[config.mk]
export PLATFORM = sky130hd
export DESIGN_NAME = gblur7_cell
export DESIGN_NICKNAME = d
export VERILOG_FILES = /design/src/rtl/core/gaussian_blur_7x7_stream_unit_defines.svh /design/src/rtl/core/gblur7_pkg.sv /design/src/rtl/core/gblur7_cell.sv
export SDC_FILE = /design/constraint.sdc
export NUM_CORES = 1
export LEC_CHECK = 0
export BUFFER_PORTS_ARGS = -buffer_cell sky130_fd_sc_hd__buf_2
export CAP_MARGIN = 15
export CORE_ASPECT_RATIO = 0.6
export CORE_MARGIN = 1
export CORE_UTILIZATION = 50
export CTS_CLUSTER_DIAMETER = 120
export DETAILED_ROUTE_END_ITERATION = 8
export PLACE_DENSITY = 0.75
export SYNTH_ARGS = -nofsm -noshare
export SYNTH_HDL_FRONTEND = slang
export SYNTH_SLANG_ARGS = --single-unit
[constraint.sdc]
create_clock -name clk -period 10.8 [get_ports clk]
set_input_delay 0.54 -clock clk [delete_from_list [all_inputs] [get_ports clk]]
set_output_delay 0.54 -clock clk [all_outputs]
set_load 0.05 [all_outputs]
[src/rtl/core/gaussian_blur_7x7_stream_unit_defines.svh]
// Assertion macros shared by the blur RTL.
// No dependencies; included by the files that carry checks.
`ifndef GAUSSIAN_BLUR_7X7_STREAM_UNIT_DEFINES_SVH
`define GAUSSIAN_BLUR_7X7_STREAM_UNIT_DEFINES_SVH

// Same-cycle implication, sampled on the rising clock edge.
`define GB7_ASSERT_NOW(label, clk, rst_n, ante, cons, msg) \
    label: assert property (@(posedge clk) disable iff (!rst_n) (ante) |-> (cons)) \
        else $error(msg);

// Next-cycle implication, sampled on the rising clock edge.
`define GB7_ASSERT_NEXT(label, clk, rst_n, ante, cons, msg) \
    label: assert property (@(posedge clk) disable iff (!rst_n) (ante) |=> (cons)) \
        else $error(msg);

`endif

[src/rtl/core/gblur7_pkg.sv]
// Shared constants, types and kernel weights for the 7x7 blur.
// No dependencies; used by every module of the block.
`default_nettype none

package gblur7_pkg;

    localparam int MAX_WIDTH  = 1920;
    localparam int MAX_HEIGHT = 1080;
    localparam int MIN_DIM    = 4;

    localparam int DIM_W   = 11;
    localparam int PIX_W   = 8;
    localparam int COL_W   = $clog2(MAX_WIDTH);
    localparam int ROW_W   = DIM_W;
    localparam int CNT_W   = 21;
    localparam int TAPS    = 7;
    localparam int HALF    = TAPS / 2;
    localparam int LINES   = TAPS - 1;
    localparam int WGT_W   = 10;
    localparam int FRAC    = 14;
    localparam int PROD_W  = PIX_W + WGT_W;
    localparam int PART_W  = 7;
    localparam int SUM_W   = 10;

    typedef logic [PIX_W-1:0] pix_t;
    typedef logic [TAPS-1:0][PIX_W-1:0] col_t;

    typedef enum logic [0:0] {
        REG_IMAGE_WIDTH  = 1'b0,
        REG_IMAGE_HEIGHT = 1'b1
    } cfg_reg_t;

    typedef struct packed {
        logic shift;
        logic load;
    } cell_ctl_t;

    function automatic logic [DIM_W-1:0] clamp_dim(
        input logic [DIM_W-1:0] v,
        input logic [DIM_W-1:0] hi
    );
        logic [DIM_W-1:0] r;
        if (v < DIM_W'(MIN_DIM))
            r = DIM_W'(MIN_DIM);
        else if (v > hi)
            r = hi;
        else
            r = v;
        return r;
    endfunction

    // Kernel is symmetric: look up by distance from the center tap.
    function automatic logic [WGT_W-1:0] kern_weight(
        input logic [2:0] r,
        input logic [2:0] c
    );
        logic [2:0]       dr;
        logic [2:0]       dc;
        logic [WGT_W-1:0] w;
        dr = (r >= 3'd3) ? (r - 3'd3) : (3'd3 - r);
        dc = (c >= 3'd3) ? (c - 3'd3) : (3'd3 - c);
        case ({dr[1:0], dc[1:0]})
            4'b0000: w = 10'd765;
            4'b0001: w = 10'd675;
            4'b0010: w = 10'd464;
            4'b0011: w = 10'd248;
            4'b0100: w = 10'd675;
            4'b0101: w = 10'd595;
            4'b0110: w = 10'd409;
            4'b0111: w = 10'd219;
            4'b1000: w = 10'd464;
            4'b1001: w = 10'd409;
            4'b1010: w = 10'd281;
            4'b1011: w = 10'd150;
            4'b1100: w = 10'd248;
            4'b1101: w = 10'd219;
            4'b1110: w = 10'd150;
            4'b1111: w = 10'd80;
            default: w = '0;
        endcase
        return w;
    endfunction

endpackage

`default_nettype wire

[src/rtl/core/gblur7_cell.sv]
// One window column: holds seven pixels, passes them to its left neighbor,
// and registers its weighted column sum. Depends on gblur7_pkg.
`default_nettype none

module gblur7_cell (
    input  wire                              clk,
    input  gblur7_pkg::cell_ctl_t            ctl,
    input  wire  [2:0]                       tap,
    input  wire                              keep,
    input  gblur7_pkg::col_t                 col_in,
    output gblur7_pkg::col_t                 col_out,
    output logic [gblur7_pkg::PART_W-1:0]    partial
);

    gblur7_pkg::col_t                  col_reg;
    logic [gblur7_pkg::PART_W-1:0]     part_reg;
    logic [gblur7_pkg::PART_W-1:0]     part_next;
    logic [gblur7_pkg::PROD_W-1:0]     prod [gblur7_pkg::TAPS];

    always_comb
    begin
        part_next = '0;
        for (int k = 0; k < gblur7_pkg::TAPS; k++)
        begin
            prod[k] = gblur7_pkg::PROD_W'(col_reg[k])
                    * gblur7_pkg::PROD_W'(gblur7_pkg::kern_weight(3'(k), tap));
            part_next = part_next
                      + gblur7_pkg::PART_W'(prod[k] >> gblur7_pkg::FRAC);
        end
    end

    always_ff @(posedge clk)
    begin
        if (ctl.shift)
            col_reg <= col_in;
        // drop columns that fall outside the image
        if (ctl.load)
            part_reg <= keep ? part_next : '0;
    end

    assign col_out = col_reg;
    assign partial = part_reg;

endmodule

`default_nettype wire

Word-level counts from Yosys, hierarchy flattened
Cells that the tools add are included.
{ "totals": {"ff_bits": 63, "mem_bits_rw": 0, "in_bits": 63, "rom_bits": 0, "memories": 0, "elab_cells": 33, "latchBits": 0, "out_inout_bits": 63} }
{ "op_classes": {"n_mux": 5, "n_addsub": 8, "reduce_logical": 1, "eq_ne": 3, "n_lt_le_gt_ge": 1, "n_shift": 0, "mul": 7, "bitwise_logic": 0, "div_mod_pow": 0} }
{ "op_table": {"columns": ["op", "n"], "rows": [
  ["case mux 10 bit (4 select lines)", 4],
  ["multiplier 8 x 10 -> 18 bit", 7],
  ["adder 7 x 4 -> 7 bit", 3],
  ["adder 6 x 4 -> 7 bit", 1],
  ["adder 5 x 4 -> 6 bit", 1],
  ["adder 4 x 4 -> 5 bit", 1],
  ["equality test 2 bit, second input constant", 2],
  [">= comparator 3 x 2 -> 1 bit, second input constant", 1],
  ["equality test 2 x 1 -> 1 bit, second input constant", 1],
  ["logical NOT 2 bit", 1],
  ["two-way mux 2 bit", 1],
  ["subtractor 2 bit, first input constant", 1],
  ["subtractor 2 bit, second input constant", 1]
]} }

Logic depth before layout (Yosys ltp)
{ "depth": {"ltp_word": 11, "mapped_depth": 39, "ltp_nobuf": 36} }

Least setup slack after synthesis
OpenSTA, ideal clock, no wires.
{ "synth_path": {"kind": "input to register", "start": "input port tap[0]", "end": "register part_reg, in the netlist partial[6] (data pin)", "setup_time_ps": 254, "path_buffers": 4, "path_slack_ps": 1712, "stages": 34, "t_required_ps": 10546, "arrival_ps": 8834, "path_cell_list": "ha_1 clkbuf_1 clkbuf_1 o32ai_1 inv_1 ha_1 clkbuf_1 clkbuf_1 o21ai_0 fa_1 inv_1 fa_1 fa_1 inv_1 fa_1 inv_1 ha_1 and3_1 and2_1 a221o_1 a221oi_2 xnor2_1 fa_1 fa_1 fa_1 inv_1 fa_1 inv_1 ha_1 a21o_1 a21oi_1 nor2b_1 o21a_1 o21a_1"} }
{ "synth_via": {"elab_chain_len": 11, "elab_cells_between_ends": 25, "cone_classes": "8 x add/sub; 7 x mul; 1 x order compare; 3 x eq/ne; 5 x mux; 1 x reduce/logical"} }
{ "synth_lines": {"columns": ["element", "line_no", "rtl"], "rows": [
  ["from (decl)", "gblur7_cell.sv:8", "input wire [2:0] tap,"],
  [">= comparator 3 x 2 -> 1 bit / subtractor 2 bit (equally long branches)", "gblur7_pkg.sv:61", "dc = (c >= 3'd3) ? (c - 3'd3) : (3'd3 - c);"],
  ["two-way mux 2 bit (*)", "gblur7_pkg.sv:61", null],
  ["equality test 2 bit, or another cell as far along", "gblur7_pkg.sv:62", "case ({dr[1:0], dc[1:0]})"],
  ["case mux 10 bit (4 select lines)", "gblur7_pkg.sv:62", null],
  ["multiplier 8 x 10 -> 18 bit", "gblur7_cell.sv:26", "* gblur7_pkg::PROD_W'(gblur7_pkg::kern_weight(3'(k), tap));"],
  ["adder 4 x 4 -> 5 bit", "gblur7_cell.sv:28", "+ gblur7_pkg::PART_W'(prod[k] >> gblur7_pkg::FRAC);"],
  ["adder 5 x 4 -> 6 bit", "gblur7_cell.sv:28", null],
  ["adder 6 x 4 -> 7 bit", "gblur7_cell.sv:28", null],
  ["adder 7 x 4 -> 7 bit (2 in a row)", "gblur7_cell.sv:28", null],
  ["adder 7 x 4 -> 7 bit (*)", "gblur7_cell.sv:28", null],
  ["to (signal assigned)", "gblur7_cell.sv:38", "part_reg <= keep ? part_next : '0;"],
  ["to (decl)", "gblur7_cell.sv:16", "logic [gblur7_pkg::PART_W-1:0] part_reg;"]
]} }
Mark *: on every way between the ends. The rest lies on a longest branch, timed or not. The select of a mux whose other input is x is not followed.
A chain may end at the register's enable or synchronous reset.

Final worst setup path
Ends and elaborated chain as after synthesis.

==> flow_metrics.py <==
metrics = {
    "outcome": {
        "outcome": "finished, final reports clean",
    },
    "pwr": {
        "ir_drop_mv": 0.6232,
        "p_per_area_mw_per_mm2": 266.1,
        "power.total_mw": 4.850,
        "leakage_nw": 9.880,
    },
    "clock_tree": {
        "postCtsSetupBuffers": 0,
        "clk_pin_slew_worst_paths_ps": 60,
        "cts-root-buf": "clkbuf_16",
        "cts_made_buffers": 9,
        "clk_path_buf_depth": 2,
        "clk_latency_ps": 380,
        "cts.sinks": 63,
        "cts_resized": 0,
        "cts_hold_buffers": 0,
        "htreeDepth": 3,
        "cts_tree": "built",
    },
    "timing": {
        "fmax_mhz": 106.0,
        "finalSetupViolCount": 0,
        "rsz0062_at_grt": "no",
        "setup_tns_ps": 0,
        "max_slew_margin_pct": 38.64,
        "skew_ps": 8.776,
        "tightest_slew_ps": 920.5,
        "min_period_ps": 9438,
        "hold_viol": 0,
        "period_share_pct": 87.39,
        "drv_slew": 0,
    },
    "die": {
        "core-area_mm2": 0.03274,
        "rows": 51,
        "initial_core_util_pct": 51.39,
        "die_h_um": 144.1,
        "io_pins": 126,
        "dieArea_mm2": 0.03441,
        "fp.dieW_um": 238.8,
    },
    "synthesis": {
        "synth.avg_cell_area_um2": 9.499,
        "ys_seq_elements": 63,
        "yosysUniqueCellTypes": 63,
        "yosys-top-cells-area": "fa_1 (32%), ha_1 (23%), edfxtp_1 (11%)",
        "synth_area_mm2": 0.01682,
        "async_flop_share_pct": 0,
        "ys.flop_type": "edfxtp_1",
        "synth_top_area_share_pct": 32.49,
        "ys_seq_area_share_pct": 11.25,
        "synth_warnings": 0,
        "yosysTopAreaCell": "fa_1",
        "yosys-top-cells-count": "inv_1 (467), ha_1 (305), fa_1 (273)",
        "syn_inst": 1771,
        "synth_edf_count": 63,
        "synth_most_common_cell": "inv_1",
        "synth_nets": 2412,
    },
    "setup_path": {
        "cp-start-kind": "input pin",
        "r2r_cells": 25,
        "path_max_fanout": 24,
        "cpMostUsedCell": "fa_1",
        "r2r-end": "partial[6]",
        "cp.required_ps": 10930,
        "cpMaxStageDelayCell": "fa_1",
        "r2r-start": "col_out[31]",
        "crit_type": "input pin to flip-flop",
        "cpPeakStageDelay_ps": 590,
        "r2r_slack_ps": 2570,
        "cp-end-kind": "flip-flop",
        "cp.arrival_ps": 9560,
    },
    "global_routing": {
        "gr-usage-met2_pct": 36.55,
        "grt.total_usage_pct": 24.35,
        "grt_use_met1_pct": 36.33,
        "antenna_found_initial": 0,
        "use_met3_pct": 4.657,
        "grt_pass1_vias": 12740,
        "grt_max_degree": 57,
        "grt_pass1_wl_mm": 64.91,
        "overflow": 0,
        "grt-busiest-layer": "met2",
    },
    "min_path": {
        "worst_hold_path.endpoint": "col_out[41]",
        "min_path_type": "input pin to flip-flop",
        "holdPathStages": 1,
        "hp-start": "col_in[41]",
    },
    "cells_and_area": {
        "drive_above_1_share_pct": 8.864,
        "final_nets": 2520,
        "area_growth_pct": 8.368,
        "fin_util_pct": 55.69,
        "fin_cells": 2335,
    },
    "flow_run": {
        "drv_cap": 0,
    },
    "detailed_routing": {
        "drc_errors": 0,
        "final_antenna_net_count": 0,
        "drt-pass1-iter-count": 5,
        "route.vias.total": 12110,
        "drt_wl_total_mm": 38.71,
        "drt_iter0_markers": 753,
        "vias_per_cell": 5.185,
        "detail_route.wl_per_cell_um": 16.58,
    },
    "placement": {
        "place_inst": 2318,
        "place_hpwl_mm": 31.91,
        "port_buffers": 125,
        "gp_congestion": 0.9094,
    },
}
logic make-up (layout without fill, tap and decap cells):
| family | count (synthesis) | after routing | share of synthesized area, % |
|---|---|---|---|
| AND/OR/NAND/NOR | 457 | 457 | 14.93 |
| XOR/XNOR | 24 | 24 | 1.250 |
| buffers and inverters | 506 | 619 | 11.31 |
| adder cells (fa/ha/maj) | 578 | 578 | 55.17 |
| flip-flops | 63 | 63 | 11.25 |
| AO/OA/AOI/OAI | 137 | 137 | 5.697 |
| other | 0 | 1 | 0 |
| multiplexers | 6 | 6 | 0.3867 |
worst max-delay path: cells and delay by family:
family,cells,cell delay (ps)
fa+ha+maj,12,5400
compound gates,9,2350
buf+inv,6,590
simple gates,2,420
xor+xnor,1,240
registers in the layout, summed over array words and instances (netlist names):
register  cells
partial       7
col_out      56
cell type report:
class	instances	area, um2
diodes	1	2.502
clock buffers	10	229.0
well taps	450	563.0
fillers	2890	14510
clock inverters	6	37.54
flip-flops and latches	63	1892
multi-input cells	1202	13030
inverters	467	1753
repair buffers	136	720.7
worst max-delay path by stage:
stage,start,to,slack (ps),depth (start not counted)
floorplan,tap[0],partial[6],1710,34
global placement,tap[0],partial[6],1280,32
detailed placement,tap[0],partial[6],1050,30
CTS,tap[0],partial[6],1410,30
global route,tap[0],partial[6],960,30
finish,tap[0],partial[6],1360,30
cell usage in the layout (no fill, tap or decap), drive strengths merged, types with 4 or more instances in the layout:
| master | instances |
|---|---|
| xnor2 | 16 |
| and4 | 7 |
| nand4 | 8 |
| nand2b | 48 |
| clkbuf | 10 |
| a31oi | 8 |
| xor2 | 8 |
| nor3 | 13 |
| o21ai | 29 |
| and3 | 9 |
| o21a | 7 |
| nand2 | 101 |
| o211ai | 6 |
| fa | 273 |
| edfxtp | 63 |
| mux2 | 4 |
| a21o | 10 |
| nand3 | 9 |
| nor2 | 40 |
| a211o | 5 |
| inv | 467 |
| a21oi | 30 |
| nor2b | 79 |
| buf | 136 |
| a211oi | 7 |
| ha | 305 |
| a2111o | 4 |
| a2111oi | 4 |
| and2 | 127 |
per-stage QoR:
stage / cell area, um2 / setup WS (ps) / hold slack [ps]
6_report: 18230 / 1362 / 334.5
5_1_grt: 18230 / 956.1 / 321.7
4_1_cts: 18230 / 1409 / 314.6
3_5_place_dp: 17960 / 1050 / 718.1
3_3_place_gp: 17960 / 1285 / 716.6
2_1_floorplan: 16820 / 1712 / 638.9
report_power, final:
| part | internal, mW | switching [mW] |
|---|---|---|
| Combinational | 1.76 | 2.38 |
| Sequential | 0.367 | 0.0534 |
| Clock | 0.154 | 0.131 |
| Total | 2.28 | 2.57 |
routing by layer:
layer  vias to the layer above  part of all wire, %
li1                       5718                    -
met4                         0                  1.5
met3                        31                  6.9
met5                         -                    0
met2                       361                   42
met1                      5998                   49
Power figures use the tool's default switching activity.
